$ cat src/hw/rtl/bps_pkg.sv
// ----------------------------------------------------------------------------
// bps_pkg
// Shared constants, register codes and controller/datapath types of the
// bezier path stepper.
// ----------------------------------------------------------------------------
package bps_pkg;

   localparam int COORD_BITS_DEF = 16;
   localparam int FRAC_BITS_DEF  = 8;
   localparam int STEP_BITS      = 16;
   localparam int REG_BITS       = 32;
   localparam int OUT_BITS       = 24;
   localparam int CSR_IDX_BITS   = 3;

   // register indexes
   localparam logic [CSR_IDX_BITS-1:0] REG_START    = 3'd0;
   localparam logic [CSR_IDX_BITS-1:0] REG_CTRL_ONE = 3'd1;
   localparam logic [CSR_IDX_BITS-1:0] REG_CTRL_TWO = 3'd2;
   localparam logic [CSR_IDX_BITS-1:0] REG_END      = 3'd3;
   localparam logic [CSR_IDX_BITS-1:0] REG_CUBIC    = 3'd4;
   localparam logic [CSR_IDX_BITS-1:0] REG_TOTAL    = 3'd5;

   // register reset values
   localparam logic [REG_BITS-1:0]  START_RST    = 32'd0;
   localparam logic [REG_BITS-1:0]  CTRL_ONE_RST = 32'd200;
   localparam logic [REG_BITS-1:0]  CTRL_TWO_RST = 32'd400;
   localparam logic [REG_BITS-1:0]  END_RST      = 32'd0;
   localparam logic                 CUBIC_RST    = 1'b0;
   localparam logic [STEP_BITS-1:0] TOTAL_RST    = 16'd256;

   localparam logic signed [OUT_BITS-1:0] OUT_MAX = 24'sh7FFFFF;
   localparam logic signed [OUT_BITS-1:0] OUT_MIN = 24'sh800000;

   typedef struct packed {
      logic load;   // new item: load points, advance counter
      logic mul;    // form (b - a) * count
      logic prep;   // take magnitude, set up division
      logic div;    // two quotient bits
      logic wb;     // round, shift work queue, append result
      logic drop;   // shift work queue only
      logic emit;   // saturate into output register
   } bps_cmd_type;

   typedef struct packed {
      logic cubic;
   } bps_sts_type;

endpackage

$ cat src/hw/rtl/bps_if.sv
// ----------------------------------------------------------------------------
// bps channel interfaces
// Request channel (restart flag) and response channel (point and index).
// ----------------------------------------------------------------------------
interface bps_req_if import bps_pkg::*; ();
   logic valid;
   logic ready;
   logic restart;

   modport source (output valid, output restart, input ready);
   modport sink   (input valid, input restart, output ready);
endinterface

interface bps_rsp_if import bps_pkg::*; ();
   logic                        valid;
   logic                        ready;
   logic signed [OUT_BITS-1:0]  point_x;
   logic signed [OUT_BITS-1:0]  point_y;
   logic        [STEP_BITS-1:0] step_index;

   modport source (output valid, output point_x, output point_y, output step_index,
                   input ready);
   modport sink   (input valid, input point_x, input point_y, input step_index,
                   output ready);
endinterface

$ cat src/hw/rtl/bps_lane.sv
// ----------------------------------------------------------------------------
// bps_lane
// One coordinate of an interpolation a + round((b - a) * c / n): a multiply
// step, then a radix-4 restoring divider, then rounding.
// ----------------------------------------------------------------------------
module bps_lane import bps_pkg::*; #(
   parameter int VAL_BITS = COORD_BITS_DEF + FRAC_BITS_DEF
) (
   input  logic                       clock,
   input  bps_cmd_type                cmd,
   input  logic signed [VAL_BITS-1:0] op_a,
   input  logic signed [VAL_BITS-1:0] op_b,
   input  logic [STEP_BITS-1:0]       count,
   input  logic [STEP_BITS-1:0]       total,
   output logic signed [VAL_BITS-1:0] res
);

   localparam int DW  = VAL_BITS + 1;
   localparam int MW  = VAL_BITS + STEP_BITS;
   localparam int QW  = 2 * ((VAL_BITS + 1) / 2);
   localparam int EW  = QW + STEP_BITS;
   localparam int PRW = DW + STEP_BITS + 1;
   localparam int BW  = VAL_BITS + 2;

   logic signed [DW-1:0]  diff;
   logic signed [PRW-1:0] prod;
   logic signed [PRW-1:0] prod_in, prod_ff;
   logic signed [PRW-1:0] prod_abs;
   logic [EW-1:0]         mag_ext;
   logic                  neg_in, neg_ff;
   logic [STEP_BITS-1:0]  rem_in, rem_ff;
   logic [QW-1:0]         quo_in, quo_ff;
   logic [STEP_BITS:0]    s1, s2;
   logic signed [QW:0]    q_ext, qf;
   logic [STEP_BITS-1:0]  rfin;
   logic signed [BW-1:0]  base, sum;
   logic [STEP_BITS:0]    twice;
   logic                  up;

   // one restoring step: {quotient bit, new remainder}
   function automatic logic [STEP_BITS:0] div_bit(input logic [STEP_BITS-1:0] r,
                                                  input logic b,
                                                  input logic [STEP_BITS-1:0] n);
      logic [STEP_BITS:0] t;
      t = {r, b};
      if (t >= {1'b0, n}) begin
         return {1'b1, STEP_BITS'(t - {1'b0, n})};
      end
      return {1'b0, t[STEP_BITS-1:0]};
   endfunction

   assign diff = DW'(op_b) - DW'(op_a);
   assign prod = diff * $signed({1'b0, count});
   assign prod_in = cmd.mul ? prod : prod_ff;

   assign prod_abs = prod_ff[PRW-1] ? -prod_ff : prod_ff;
   assign mag_ext  = EW'(prod_abs[MW-1:0]);

   assign s1 = div_bit(rem_ff, quo_ff[QW-1], total);
   assign s2 = div_bit(s1[STEP_BITS-1:0], quo_ff[QW-2], total);

   always_comb begin
      neg_in = neg_ff;
      rem_in = rem_ff;
      quo_in = quo_ff;
      if (cmd.prep) begin
         // quotient is below 2^QW, so the top bits alone start below the divisor
         neg_in = prod_ff[PRW-1];
         rem_in = mag_ext[EW-1:QW];
         quo_in = mag_ext[QW-1:0];
      end else if (cmd.div) begin
         rem_in = s2[STEP_BITS-1:0];
         quo_in = {quo_ff[QW-3:0], s1[STEP_BITS], s2[STEP_BITS]};
      end
   end

   // floor quotient and nonnegative remainder, then round half away from zero
   always_comb begin
      q_ext = $signed({1'b0, quo_ff});
      if (!neg_ff) begin
         qf   = q_ext;
         rfin = rem_ff;
      end else if (rem_ff == '0) begin
         qf   = -q_ext;
         rfin = '0;
      end else begin
         qf   = -q_ext - (QW+1)'(1);
         rfin = total - rem_ff;
      end
      base  = BW'(op_a) + BW'(qf);
      twice = {rfin, 1'b0};
      up    = (twice > {1'b0, total}) || ((twice == {1'b0, total}) && !base[BW-1]);
      sum   = base + (up ? BW'(1) : BW'(0));
      res   = (total == '0) ? op_b : sum[VAL_BITS-1:0];
   end

   always_ff @(posedge clock) begin
      prod_ff <= prod_in;
      neg_ff  <= neg_in;
      rem_ff  <= rem_in;
      quo_ff  <= quo_in;
   end

endmodule

$ cat src/hw/rtl/bps_dp.sv
// ----------------------------------------------------------------------------
// bps_dp
// Datapath: configuration registers, step counter, four-entry work queue
// of points, x and y interpolation lanes and the output register.
// ----------------------------------------------------------------------------
module bps_dp import bps_pkg::*; #(
   parameter int COORD_BITS = COORD_BITS_DEF,
   parameter int FRAC_BITS  = FRAC_BITS_DEF
) (
   input  logic                        clock,
   input  logic                        reset,
   input  bps_cmd_type                 cmd,
   output bps_sts_type                 sts,
   input  logic                        req_restart,
   input  logic                        csr_wr_en,
   input  logic [CSR_IDX_BITS-1:0]     csr_index,
   input  logic [REG_BITS-1:0]         csr_wdata,
   output logic signed [OUT_BITS-1:0]  point_x,
   output logic signed [OUT_BITS-1:0]  point_y,
   output logic [STEP_BITS-1:0]        step_index
);

   localparam int VW = COORD_BITS + FRAC_BITS;
   localparam int PW = (2 * COORD_BITS > REG_BITS) ? 2 * COORD_BITS : REG_BITS;
   localparam int SW = (VW > OUT_BITS) ? VW : OUT_BITS;
   localparam logic signed [SW-1:0] SAT_HI = SW'(OUT_MAX);
   localparam logic signed [SW-1:0] SAT_LO = SW'(OUT_MIN);

   logic [REG_BITS-1:0]  start_in, start_ff, cp1_in, cp1_ff;
   logic [REG_BITS-1:0]  cp2_in, cp2_ff, end_in, end_ff;
   logic                 cubic_in, cubic_ff;
   logic [STEP_BITS-1:0] total_in, total_ff;
   logic [STEP_BITS-1:0] counter_in, counter_ff, count_base;

   logic signed [VW-1:0] wx_in [4];
   logic signed [VW-1:0] wx_ff [4];
   logic signed [VW-1:0] wy_in [4];
   logic signed [VW-1:0] wy_ff [4];
   logic signed [VW-1:0] res_x, res_y;

   logic signed [OUT_BITS-1:0] out_x_in, out_x_ff, out_y_in, out_y_ff;
   logic [STEP_BITS-1:0]       out_idx_in, out_idx_ff;

   function automatic logic signed [VW-1:0] scale(input logic [COORD_BITS-1:0] f);
      logic signed [VW-1:0] v;
      v = VW'($signed(f));
      return v <<< FRAC_BITS;
   endfunction

   function automatic logic signed [VW-1:0] coord_x(input logic [REG_BITS-1:0] word);
      logic [PW-1:0] e;
      e = PW'(word);
      return scale(e[2*COORD_BITS-1:COORD_BITS]);
   endfunction

   function automatic logic signed [VW-1:0] coord_y(input logic [REG_BITS-1:0] word);
      return scale(word[COORD_BITS-1:0]);
   endfunction

   function automatic logic signed [OUT_BITS-1:0] sat_out(input logic signed [VW-1:0] v);
      logic signed [SW-1:0] e;
      e = SW'(v);
      if (e > SAT_HI) begin
         return OUT_MAX;
      end
      if (e < SAT_LO) begin
         return OUT_MIN;
      end
      return e[OUT_BITS-1:0];
   endfunction

   // configuration writes
   always_comb begin
      start_in = start_ff;
      cp1_in   = cp1_ff;
      cp2_in   = cp2_ff;
      end_in   = end_ff;
      cubic_in = cubic_ff;
      total_in = total_ff;
      if (csr_wr_en) begin
         unique case (csr_index)
            REG_START:    start_in = csr_wdata;
            REG_CTRL_ONE: cp1_in   = csr_wdata;
            REG_CTRL_TWO: cp2_in   = csr_wdata;
            REG_END:      end_in   = csr_wdata;
            REG_CUBIC:    cubic_in = csr_wdata[0];
            REG_TOTAL:    total_in = csr_wdata[STEP_BITS-1:0];
            default: ;
         endcase
      end
   end

   // counter saturates at the total, also when the total was lowered
   assign count_base = req_restart ? '0 : counter_ff;
   always_comb begin
      counter_in = counter_ff;
      if (cmd.load) begin
         counter_in = (count_base < total_ff) ? count_base + 16'd1 : total_ff;
      end
   end

   bps_lane #(.VAL_BITS(VW)) u_lane_x (
      .clock (clock),
      .cmd   (cmd),
      .op_a  (wx_ff[0]),
      .op_b  (wx_ff[1]),
      .count (counter_ff),
      .total (total_ff),
      .res   (res_x)
   );

   bps_lane #(.VAL_BITS(VW)) u_lane_y (
      .clock (clock),
      .cmd   (cmd),
      .op_a  (wy_ff[0]),
      .op_b  (wy_ff[1]),
      .count (counter_ff),
      .total (total_ff),
      .res   (res_y)
   );

   // work queue: always interpolate between the two head entries
   always_comb begin
      wx_in = wx_ff;
      wy_in = wy_ff;
      if (cmd.load) begin
         wx_in[0] = coord_x(start_ff);
         wy_in[0] = coord_y(start_ff);
         wx_in[2] = coord_x(cp2_ff);
         wy_in[2] = coord_y(cp2_ff);
         wx_in[3] = coord_x(end_ff);
         wy_in[3] = coord_y(end_ff);
         // straight line puts the end point next to the start
         wx_in[1] = cubic_ff ? coord_x(cp1_ff) : coord_x(end_ff);
         wy_in[1] = cubic_ff ? coord_y(cp1_ff) : coord_y(end_ff);
      end else if (cmd.wb || cmd.drop) begin
         wx_in[0] = wx_ff[1];
         wy_in[0] = wy_ff[1];
         wx_in[1] = wx_ff[2];
         wy_in[1] = wy_ff[2];
         wx_in[2] = wx_ff[3];
         wy_in[2] = wy_ff[3];
         if (cmd.wb) begin
            wx_in[3] = res_x;
            wy_in[3] = res_y;
         end
      end
   end

   always_comb begin
      out_x_in   = out_x_ff;
      out_y_in   = out_y_ff;
      out_idx_in = out_idx_ff;
      if (cmd.emit) begin
         out_x_in   = sat_out(wx_ff[3]);
         out_y_in   = sat_out(wy_ff[3]);
         out_idx_in = counter_ff;
      end
   end

   always_ff @(posedge clock) begin
      if (reset) begin
         start_ff   <= START_RST;
         cp1_ff     <= CTRL_ONE_RST;
         cp2_ff     <= CTRL_TWO_RST;
         end_ff     <= END_RST;
         cubic_ff   <= CUBIC_RST;
         total_ff   <= TOTAL_RST;
         counter_ff <= '0;
      end else begin
         start_ff   <= start_in;
         cp1_ff     <= cp1_in;
         cp2_ff     <= cp2_in;
         end_ff     <= end_in;
         cubic_ff   <= cubic_in;
         total_ff   <= total_in;
         counter_ff <= counter_in;
      end
   end

   always_ff @(posedge clock) begin
      wx_ff      <= wx_in;
      wy_ff      <= wy_in;
      out_x_ff   <= out_x_in;
      out_y_ff   <= out_y_in;
      out_idx_ff <= out_idx_in;
   end

   assign sts.cubic  = cubic_ff;
   assign point_x    = out_x_ff;
   assign point_y    = out_y_ff;
   assign step_index = out_idx_ff;

endmodule

$ cat src/hw/rtl/bps_ctrl.sv
// ----------------------------------------------------------------------------
// bps_ctrl
// Controller: sequences load, the interpolations with their divider steps,
// the queue drops between de Casteljau levels, and the response handshake.
// ----------------------------------------------------------------------------
module bps_ctrl import bps_pkg::*; #(
   parameter int DIV_STEPS = (COORD_BITS_DEF + FRAC_BITS_DEF + 1) / 2
) (
   input  logic        clock,
   input  logic        reset,
   input  logic        req_valid,
   output logic        req_ready,
   output logic        rsp_valid,
   input  logic        rsp_ready,
   output bps_cmd_type cmd,
   input  bps_sts_type sts
);

   localparam int DCW = $clog2(DIV_STEPS);

   localparam logic [2:0] ST_IDLE = 3'd0;
   localparam logic [2:0] ST_MUL  = 3'd1;
   localparam logic [2:0] ST_PREP = 3'd2;
   localparam logic [2:0] ST_DIV  = 3'd3;
   localparam logic [2:0] ST_WB   = 3'd4;
   localparam logic [2:0] ST_DROP = 3'd5;
   localparam logic [2:0] ST_DONE = 3'd6;

   // interpolation order of the cubic evaluation
   localparam logic [2:0] LERP_LEVEL_ONE_END = 3'd2;
   localparam logic [2:0] LERP_LEVEL_TWO_END = 3'd4;
   localparam logic [2:0] LERP_LAST          = 3'd5;

   logic [2:0]     state_in, state_ff;
   logic [DCW-1:0] div_cnt_in, div_cnt_ff;
   logic [2:0]     lerp_in, lerp_ff;
   logic [1:0]     drop_in, drop_ff;
   logic           out_vld_in, out_vld_ff;

   always_comb begin
      state_in   = state_ff;
      div_cnt_in = div_cnt_ff;
      lerp_in    = lerp_ff;
      drop_in    = drop_ff;
      cmd        = '0;
      req_ready  = 1'b0;
      unique case (state_ff)
         ST_IDLE: begin
            req_ready = 1'b1;
            if (req_valid) begin
               cmd.load = 1'b1;
               lerp_in  = '0;
               state_in = ST_MUL;
            end
         end
         ST_MUL: begin
            cmd.mul  = 1'b1;
            state_in = ST_PREP;
         end
         ST_PREP: begin
            cmd.prep   = 1'b1;
            div_cnt_in = DCW'(DIV_STEPS - 1);
            state_in   = ST_DIV;
         end
         ST_DIV: begin
            cmd.div = 1'b1;
            if (div_cnt_ff == '0) begin
               state_in = ST_WB;
            end else begin
               div_cnt_in = div_cnt_ff - DCW'(1);
            end
         end
         ST_WB: begin
            cmd.wb = 1'b1;
            if (!sts.cubic || lerp_ff == LERP_LAST) begin
               state_in = ST_DONE;
            end else begin
               lerp_in = lerp_ff + 3'd1;
               // stale entries sit at the queue head after each level
               priority if (lerp_ff == LERP_LEVEL_ONE_END) begin
                  drop_in  = 2'd0;
                  state_in = ST_DROP;
               end else if (lerp_ff == LERP_LEVEL_TWO_END) begin
                  drop_in  = 2'd1;
                  state_in = ST_DROP;
               end else begin
                  state_in = ST_MUL;
               end
            end
         end
         ST_DROP: begin
            cmd.drop = 1'b1;
            if (drop_ff == '0) begin
               state_in = ST_MUL;
            end else begin
               drop_in = drop_ff - 2'd1;
            end
         end
         ST_DONE: begin
            if (!out_vld_ff || rsp_ready) begin
               cmd.emit = 1'b1;
               state_in = ST_IDLE;
            end
         end
         default: state_in = ST_IDLE;
      endcase
   end

   assign out_vld_in = cmd.emit | (out_vld_ff & ~rsp_ready);
   assign rsp_valid  = out_vld_ff;

   always_ff @(posedge clock) begin
      if (reset) begin
         state_ff   <= ST_IDLE;
         div_cnt_ff <= '0;
         lerp_ff    <= '0;
         drop_ff    <= '0;
         out_vld_ff <= 1'b0;
      end else begin
         state_ff   <= state_in;
         div_cnt_ff <= div_cnt_in;
         lerp_ff    <= lerp_in;
         drop_ff    <= drop_in;
         out_vld_ff <= out_vld_in;
      end
   end

endmodule

$ cat src/hw/rtl/bezier_path_stepper_core.sv
// ----------------------------------------------------------------------------
// bezier_path_stepper_core
// Steps along a straight line or cubic bezier path, one point per request.
//
// Usage: each transfer on req_chan is one tick; restart clears the step
// counter first. The counter then advances by one, saturating at step_total,
// and the point at t = count / step_total leaves on rsp_chan together with
// the count used. Registers are written through csr_wr_en / csr_index /
// csr_wdata while no tick is in flight.
// Sequence: every interpolation is a multiply, a divider setup, S = (COORD_BITS +
// FRAC_BITS + 1) / 2 two-bit divider steps (S = 12 by default) and a write-back.
// A straight line takes one interpolation, a cubic six plus three queue shifts.
// A new request is taken only once the point of the last one has been
// emitted into the output register.
// Reset restores the register defaults and clears the counter.
// A stalled response waits in the output register; the next request is
// taken meanwhile, and its result is held back until the first is taken.
// ----------------------------------------------------------------------------
module bezier_path_stepper_core import bps_pkg::*; #(
   parameter int COORD_BITS = COORD_BITS_DEF,
   parameter int FRAC_BITS  = FRAC_BITS_DEF
) (
   input  logic                    clock,
   input  logic                    reset,
   bps_req_if.sink                 req_chan,
   bps_rsp_if.source               rsp_chan,
   input  logic                    csr_wr_en,
   input  logic [CSR_IDX_BITS-1:0] csr_index,
   input  logic [REG_BITS-1:0]     csr_wdata
);

   localparam int VAL_BITS  = COORD_BITS + FRAC_BITS;
   localparam int DIV_STEPS = (VAL_BITS + 1) / 2;

   bps_cmd_type cmd;
   bps_sts_type sts;

   bps_ctrl #(.DIV_STEPS(DIV_STEPS)) u_ctrl (
      .clock     (clock),
      .reset     (reset),
      .req_valid (req_chan.valid),
      .req_ready (req_chan.ready),
      .rsp_valid (rsp_chan.valid),
      .rsp_ready (rsp_chan.ready),
      .cmd       (cmd),
      .sts       (sts)
   );

   bps_dp #(.COORD_BITS(COORD_BITS), .FRAC_BITS(FRAC_BITS)) u_dp (
      .clock       (clock),
      .reset       (reset),
      .cmd         (cmd),
      .sts         (sts),
      .req_restart (req_chan.restart),
      .csr_wr_en   (csr_wr_en),
      .csr_index   (csr_index),
      .csr_wdata   (csr_wdata),
      .point_x     (rsp_chan.point_x),
      .point_y     (rsp_chan.point_y),
      .step_index  (rsp_chan.step_index)
   );

   // datapath commands never overlap
   a_cmd_onehot: assert property (@(posedge clock) disable iff (reset)
      $onehot0(cmd))
      else $error("overlapping datapath commands");

   // a request transfer starts the first multiply right away
   a_start_mul: assert property (@(posedge clock) disable iff (reset)
      (req_chan.valid && req_chan.ready) |=> cmd.mul)
      else $error("request transfer not followed by multiply");

   // the output register is never overwritten while a result waits
   a_no_overwrite: assert property (@(posedge clock) disable iff (reset)
      cmd.emit |-> (!rsp_chan.valid || rsp_chan.ready))
      else $error("pending response overwritten");

   a_emit_valid: assert property (@(posedge clock) disable iff (reset)
      cmd.emit |=> rsp_chan.valid)
      else $error("emitted point not presented");

endmodule
$ cat src/flat_wrapper.sv
// flat-port wrapper written by rule: the top's interface ports become plain ports
module bezier_path_stepper_core_flat import bps_pkg::*;
#(
   parameter int COORD_BITS = COORD_BITS_DEF,
   parameter int FRAC_BITS  = FRAC_BITS_DEF
)
  (clock, reset, csr_wr_en, csr_index, csr_wdata, req_chan_valid, req_chan_restart, req_chan_ready, rsp_chan_valid, rsp_chan_point_x, rsp_chan_point_y, rsp_chan_step_index, rsp_chan_ready);
  bps_req_if req_chan_i ();
  bps_rsp_if rsp_chan_i ();
  input  logic clock;
  input  logic reset;
  input  logic csr_wr_en;
  input  logic [CSR_IDX_BITS-1:0] csr_index;
  input  logic [REG_BITS-1:0] csr_wdata;
  input wire logic [$bits(req_chan_i.valid)-1:0] req_chan_valid;
  input wire logic [$bits(req_chan_i.restart)-1:0] req_chan_restart;
  output wire logic [$bits(req_chan_i.ready)-1:0] req_chan_ready;
  output wire logic [$bits(rsp_chan_i.valid)-1:0] rsp_chan_valid;
  output wire logic [$bits(rsp_chan_i.point_x)-1:0] rsp_chan_point_x;
  output wire logic [$bits(rsp_chan_i.point_y)-1:0] rsp_chan_point_y;
  output wire logic [$bits(rsp_chan_i.step_index)-1:0] rsp_chan_step_index;
  input wire logic [$bits(rsp_chan_i.ready)-1:0] rsp_chan_ready;
  assign req_chan_i.valid = req_chan_valid;
  assign req_chan_i.restart = req_chan_restart;
  assign req_chan_ready = req_chan_i.ready;
  assign rsp_chan_valid = rsp_chan_i.valid;
  assign rsp_chan_point_x = rsp_chan_i.point_x;
  assign rsp_chan_point_y = rsp_chan_i.point_y;
  assign rsp_chan_step_index = rsp_chan_i.step_index;
  assign rsp_chan_i.ready = rsp_chan_ready;
  bezier_path_stepper_core #(.COORD_BITS(COORD_BITS), .FRAC_BITS(FRAC_BITS)) u_core (.clock(clock), .reset(reset), .req_chan(req_chan_i), .rsp_chan(rsp_chan_i), .csr_wr_en(csr_wr_en), .csr_index(csr_index), .csr_wdata(csr_wdata));
endmodule
$ cat config.mk
export PLATFORM = sky130hd
export DESIGN_NAME = bezier_path_stepper_core_flat
export DESIGN_NICKNAME = d
export VERILOG_FILES = /design/src/hw/rtl/bps_pkg.sv /design/src/hw/rtl/bps_if.sv /design/src/hw/rtl/bps_lane.sv /design/src/hw/rtl/bps_dp.sv /design/src/hw/rtl/bps_ctrl.sv /design/src/hw/rtl/bezier_path_stepper_core.sv /design/src/flat_wrapper.sv
export SDC_FILE = /design/constraint.sdc
export NUM_CORES = 2
export LEC_CHECK = 0
export BUFFER_PORTS_ARGS = -buffer_cell sky130_fd_sc_hd__buf_2
export CAP_MARGIN = 20
export CORE_ASPECT_RATIO = 1.2
export CORE_MARGIN = 2
export CORE_UTILIZATION = 42
export DETAILED_ROUTE_END_ITERATION = 6
export HOLD_SLACK_MARGIN = 0.12
export PLACE_DENSITY_LB_ADDON = 0.25
export SLEW_MARGIN = 20
export SYNTH_ARGS = -nofsm -noshare
export SYNTH_HDL_FRONTEND = slang
export SYNTH_SLANG_ARGS = --single-unit
$ cat constraint.sdc
create_clock -name clock -period 12.8 [get_ports clock]
set_input_delay 0.64 -clock clock [delete_from_list [all_inputs] [get_ports clock]]
set_output_delay 0.64 -clock clock [all_outputs]
set_load 0.05 [all_outputs]
=== Word-level counts from Yosys, hierarchy flattened ===
Cells that the tools add are included.

* Input port bits: 41
* Output and inout port bits: 66
* Word-level logic and storage cells: 225
* Register bits after elaboration: 596

* Reductions and logical operators: 36
* Add/sub/neg operators: 22
* Bitwise operators: 3
* $mul: 2
* Magnitude comparators: 11
* Equality and inequality tests: 24
* Multiplexer cells: 90

{| class="wikitable"
|+ Operator list
! operator !! number
|-
| 2-to-1 mux 24 bit || 18
|-
| 2-to-1 mux 96 bit || 4
|-
| 2-to-1 mux 16 bit || 10
|-
| 2-to-1 mux 17 bit || 8
|-
| 2-to-1 mux 25 bit || 4
|-
| subtractor 16 bit || 6
|-
| multiplier 25 x 17 -> 42 bit || 2
|-
| 2-to-1 mux 40 bit || 2
|-
| negator 40 bit || 2
|-
| >= comparator 17 x 16 -> 1 bit || 4
|-
| adder 24 x 25 -> 26 bit || 2
|-
| negator 24 -> 25 bit || 2
|-
| subtractor 24 x 24 -> 25 bit || 2
|-
| subtractor 25 x 2 -> 25 bit, second input constant || 2
|-
| adder 24 bit || 2
|-
| > comparator 24 bit, second input constant || 2
|-
| logical NOT 16 bit || 3
|-
| less-than comparator 24 bit, second input constant || 2
|-
| == test 17 x 16 -> 1 bit || 2
|-
| > comparator 17 x 16 -> 1 bit || 2
|-
| 2-to-1 mux 3 bit || 9
|-
| 2-to-1 mux 1 bit || 26
|-
| == test 3 bit, second input constant || 7
|-
| case mux 3 bit (7 select lines) || 1
|-
| 27 further kinds || 64
|}

=== Longest topological paths before layout ===
* Depth in word-level cells: 14
* Gate-level depth with buffers: 39
* Mapped depth without buffers: 38

=== Modules after synthesis ===
A second synthesis with hierarchy kept.

* Cell total of the unflattened synthesis: 8,033
* Area total of the unflattened synthesis: 69,576.7 µm²

{| class="wikitable"
|+ By module, submodules not included
! module !! area an instance (µm²) !! seq. area each (µm²) !! cells each !! instances
|-
| bps_lane (u_core.u_dp.u_lane_x) || 26,268.9 || 2,462.4 || 3,172 || 1
|-
| bps_lane (u_core.u_dp.u_lane_y) || 25,633.3 || 2,462.4 || 3,048 || 1
|-
| bps_dp || 16,793.6 || 10,430.0 || 1,709 || 1
|-
| bps_ctrl || 880.8 || 260.2 || 104 || 1
|}

=== Least setup slack after synthesis ===
OpenSTA, ideal clock, no wires.

* Path type: reg2reg
* From: register u_core.u_dp.wy_ff[48] in the netlist's numbering
* To: register u_core.u_dp.u_lane_y.prod_ff[41], data pin
* Path buffers: 1
* Clock period less this slack: 8.567 ns
* Setup slack: 4.233 ns
* Setup time: 0.260 ns
* Arrival time: 8.307 ns
* Stages on the path, launching flop included: 37
* Required time: 12.540 ns
* Cells stage by stage: edfxtp_1 -> inv_1 -> ha_1 -> fa_1 -> nor2b_1 -> o21ai_0 -> a21boi_1 -> o21ai_0 -> a21oi_1 -> a41oi_1 -> a21oi_1 -> a41oi_1 -> nor2b_1 -> xnor2_1 -> clkbuf_1 -> nand2_1 -> fa_1 -> fa_1 -> fa_1 -> inv_1 -> fa_1 -> fa_1 -> inv_1 -> fa_1 -> inv_1 -> ha_1 -> a21o_1 -> a31o_2 -> a211o_1 -> nand3_1 -> o211ai_1 -> a21oi_1 -> a21oi_1 -> a221o_1 -> a21o_1 -> a21oi_1 -> xnor2_1

* Longest elaborated chain between the ends: 2

{| class="wikitable"
|+ Ends and longest elaborated chain
! what !! line !! source
|-
| start: declaration || bps_dp.sv:38 || <nowiki>logic signed [VW-1:0] wy_ff [4];</nowiki>
|-
| start signal: assignment || bps_dp.sv:183 || <nowiki>wy_ff <= wy_in;</nowiki>
|-
| subtractor 24 x 24 -> 25 bit || bps_lane.sv:52 || <nowiki>assign diff = DW'(op_b) - DW'(op_a);</nowiki>
|-
| multiplier 25 x 17 -> 42 bit || bps_lane.sv:53 || <nowiki>assign prod = diff * $signed({1'b0, count});</nowiki>
|-
| named net u_core.u_dp.u_lane_y.prod[41] || bps_lane.sv:26 || <nowiki>logic signed [PRW-1:0] prod;</nowiki>
|-
| end signal: assignment || bps_lane.sv:98 || <nowiki>prod_ff <= prod_in;</nowiki>
|-
| end: declaration || bps_lane.sv:27 || <nowiki>logic signed [PRW-1:0] prod_in, prod_ff;</nowiki>
|}

The timed path passes the listed nets, and every way through them passes these cells.
A chain may end at the register's enable or synchronous reset.

=== Worst setup path in the final report ===
* From: register u_core.u_dp.wx_ff[48] in the netlist's numbering
* To: register u_core.u_dp.u_lane_x.prod_ff[41], data pin

* Longest elaborated chain between the ends: 2

{| class="wikitable"
|+ Ends and longest elaborated chain
! what !! line !! source
|-
| start: declaration || bps_dp.sv:36 || <nowiki>logic signed [VW-1:0] wx_ff [4];</nowiki>
|-
| start signal: assignment || bps_dp.sv:182 || <nowiki>wx_ff <= wx_in;</nowiki>
|-
| subtractor 24 x 24 -> 25 bit || bps_lane.sv:52 ||
|-
| multiplier 25 x 17 -> 42 bit || bps_lane.sv:53 ||
|-
| named net u_core.u_dp.u_lane_x.prod[41] || bps_lane.sv:26 ||
|-
| end signal: assignment || bps_lane.sv:98 ||
|-
| end: declaration || bps_lane.sv:27 ||
|}

The timed path passes the listed nets, and every way through them passes these cells.

==> out/qor.log <==
[outcome] run status completed
[clock_network] TritonCTS Buffers 68
[setup_path] Setup crit end kind flop
[clock_network] count of hold buffers inserted by post-cts repair 0
[setup_path] category of the critical setup timing path reg -> reg
[sta] Max Fclk 102 MHz
[setup_path] crit path from u_core.u_dp.wx_ff[48]
[drt] number of nets still failing antenna checks after routing 0
[synthesis] Post-synth EDFFs 372
[layout] fill cell instance count of the final layout 15600
[min_path] Hold Path Class in -> reg
[synthesis] proportion of synthesized flip-flops having asynchronous set or reset 0%
[floorplan] core area 160000 µm²
[drt] count of unresolved DRC violations after routing 0
[grt] final global-route overflow total 0
[sta] sum of negative setup slack 0 ns
[sta] Max-slew headroom 26.0%
[placed_design] final weighted congestion in routability-driven placement 0.932
[pwr] peak supply drop 0.197 mV
[grt] via count of the first global-routing pass 54800
[layout] layout cell share with drive strength beyond 1 5.56%
[grt] number of antenna violations at the first check in global routing 6
[sta] skew final 0.0375 ns
[floorplan] row count 161
[grt] global-route wire length before repair 319 mm
[sta] time the final worst path needs with I/O delays and setup 9.80 ns
[setup_path] Worst Reg2Reg Path Length in Cells 34
[clock_network] H-tree level count 3
[clock_network] Clock transition at path regs 0.06 ns
[synthesis] unique cell type count in the Yosys netlist 95
[setup_path] delay of the slowest cell on the worst path 0.67 ns
[drt] top routing layer used met5
[grt] pin count of the biggest net entering global routing 89
[drt] vias after detailed routing 54000
[clock_network] clock tree root driver cell clkbuf_16
[clock_network] count of cells resized by post-cts repair 0
[setup_path] Arr. time, crit path 10.22 ns
[synthesis] cell area after synthesis 67800 µm²
[clock_network] clock tree from TritonCTS done
[sta] final setup margin 3.00 ns
[synthesis] leading cell type by number of instances after synthesis nand2_1
[placed_design] Setup WS pre-CTS 2.99 ns
[clock_network] later-pin clock latency in the skew report 0.69 ns
[sta] unrepaired setup endpoints after global routing false
[setup_path] Required @ worst endpoint 13.22 ns
[synthesis] cell types occupying the most area after synthesis fa_1 23%, edfxtp_1 16%, ha_1 8.5%
[drt] Vias per Instance 5.53
[sta] final-report setup violation count 0
[clock_network] number of post-CTS setup repair buffers 0
[floorplan] Die Wd 371 µm
[drt] length of routed wiring on met1 88.5 mm
[drt] Detail Route met2 WL 97.1 mm
[setup_path] worst-path cell with the longest stage delay fa_1
[floorplan] starting density of the core 42.3%
[synthesis] synthesized netlist cell count 7713
[clock_network] clock sinks 594
[synthesis] most frequent cells after synthesis 1162 x nand2_1, 1109 x inv_1, 792 x fa_1, 467 x a21oi_1, 459 x ha_1
[synthesis] Yosys reg bits 594
[sta] final clock period utilization by the worst path 76.6%
[sta] Worst-Margin Slew 1.11 ns
[min_path] number of cells traversed by the worst hold path 3
[clock_network] clk buf depth 3
[layout] nets@finish 8880
[drt] total met3 wirelength after detailed routing 11.8 mm
[synthesis] average cell area after synthesis 8.79 µm²
[placed_design] placed wire-length estimate after detailed placement 152 mm
[placed_design] port bufs 106
[setup_path] nature of the critical path startpoint flop
[layout] area growth from synthesis to layout 7.24%
[setup_path] Critical Path Fanout Max 20
[synthesis] portion of the post-synthesis area used by sequential elements 23.0%
[synthesis] Synth area leader fa_1
[pwr] Power Density 279 nW/µm²
[floorplan] die height 444 µm
[drt] final wirelength 204 mm
[floorplan] Die Footprint 165000 µm²
[sta] hold violation total from the final report 0
[setup_path] cell repeated most along the worst path fa_1
[pwr] P_leak 31.7 nW
[synthesis] Post-Syn Nets 9005
[synthesis] Yosys warning total 0
[synthesis] predominant post-synthesis flop cell edfxtp_1
[drt] 1st-iter DRT viols 4233
[floorplan] Ports 107
[drt] TritonRoute pass-1 iters 6
[min_path] worst hold path startpoint csr_wdata[22]
[drt] average wire per cell in the routed design 20.8 µm
[flow_run] Max Cap Violations 0
[sta] max-slew violation count 0
[setup_path] R2R Path Start u_core.u_dp.wx_ff[48]
[grt] GRT Overall Usage 24.9%
[synthesis] area fraction of the dominant cell type after synthesis 23.4%
[setup_path] reg-to-reg slack, setup 3.00 ns
-- path summary, 6_finish.rpt --
kind	to
max	u_core.u_dp.u_lane_x.prod_ff[41]
min	u_core.u_dp.cp1_ff[22]
max reg2reg	u_core.u_dp.u_lane_x.prod_ff[41]
min reg2reg	u_core.u_dp.wy_ff[29]
-- registers in the layout, summed over array words and instances, names as in the netlist, 24 cells and up --
| register | count |
|---|---|
| u_core.u_dp.cp1_ff | 32 |
| u_core.u_dp.cp2_ff | 32 |
| u_core.u_dp.end_ff | 32 |
| u_core.u_dp.point_x | 24 |
| u_core.u_dp.point_y | 24 |
| u_core.u_dp.start_ff | 32 |
| u_core.u_dp.u_lane_x.prod_ff | 41 |
| u_core.u_dp.u_lane_x.quo_ff | 24 |
| u_core.u_dp.u_lane_y.prod_ff | 41 |
| u_core.u_dp.u_lane_y.quo_ff | 24 |
| u_core.u_dp.wx_ff | 96 |
| u_core.u_dp.wy_ff | 96 |
-- power breakdown --
| group | total, mW | internal, mW | switching [mW] | leakage (nW) |
|---|---|---|---|---|
| Combinational | 14.7 | 5.53 | 9.20 | 25.2 |
| Sequential | 3.54 | 2.98 | 0.559 | 5.35 |
| Clock | 2.02 | 1.14 | 0.883 | 1.11 |
-- layer usage --
layer,vias up,track usage [%]
met1,27000,33.6
met5,-,0
met2,1703,41.6
met3,302,2.73
met4,2,7.85
li1,25000,-
-- critical path, delay by kind of cell, from the launching register on --
kind / cells / cell delay [ns]
buffers and inverters: 6 / 0.64
flip-flops: 1 / 0.36
adder cells (fa/ha/maj): 9 / 4.17
XOR/XNOR: 1 / 0.08
AND/OR/NAND/NOR: 6 / 0.99
AO/OA/AOI/OAI: 12 / 3.31
-- area by class of cell --
class                   instances  area [µm²]  share of cell area [%]
clock buffers                 105        2040                    2.81
clock inverters                20         254                   0.349
diodes                          1        2.50                 0.00344
flip-flops and latches        594       15600                    21.5
inverters                    1113        4180                    5.75
well taps                    2119        2650                    3.65
repair buffers                223        1410                    1.94
multi-input cells            5588       46500                    64.0
-- layout by cell type (no fill, tap or decap), types with 15 or more instances in the layout --
cell       instances
mux2i_1           62
clkbuf_16         71
edfxtp_1         372
buf_4            117
a211oi_1          29
nand2_1         1160
o21ai_1           24
ha_1             459
o21a_1            50
nor4_1            37
xnor2_1          276
o21ai_0          346
or3_1             34
inv_1           1109
a21o_1            94
a21oi_1          467
and2_1           313
o311a_1           15
buf_2            105
nor2_1           254
o22ai_1           27
nand3_1          149
a22oi_1           23
nand2b_1          75
fa_1             792
nand4_1           54
dfxtp_1          205
xor2_1           141
dfxtp_2           16
a22o_1            66
clkbuf_1          20
a211o_1           16
o211ai_1          26
and3_1            42
o21bai_1          20
nor2b_1          110
o31ai_1           39
nor3_1            88
a31oi_1           44
-- stage by stage --
| step | util, % | total power [mW] | instance area, µm² | cells | hold slack [ns] |
|---|---|---|---|---|---|
| global placement | 43.9 | 18.0 | 70400 | 9636 | 0.429 |
| detailed placement | 43.9 | 18.2 | 70400 | 9636 | 0.437 |
| floorplan | - | 14.0 | 67800 | 7713 | 0.406 |
| global route | 45.3 | 22.2 | 72700 | 9762 | 0.223 |
| finish | 45.3 | 20.3 | 72700 | 9763 | 0.219 |
| CTS | 45.3 | 20.3 | 72700 | 9761 | 0.190 |
-- logic make-up after synthesis --
| kind of cell | share of synthesized area [%] |
|---|---|
| AOI/OAI and AO/OA | 13.0 |
| xor gates and xnor gates | 5.43 |
| adders and majority gates | 31.9 |
| buffers and inverters | 8.53 |
| DFF | 23.0 |
| muxes | 1.15 |
| and+or+nand+nor | 17.0 |
Power figures use the tool's default switching activity.
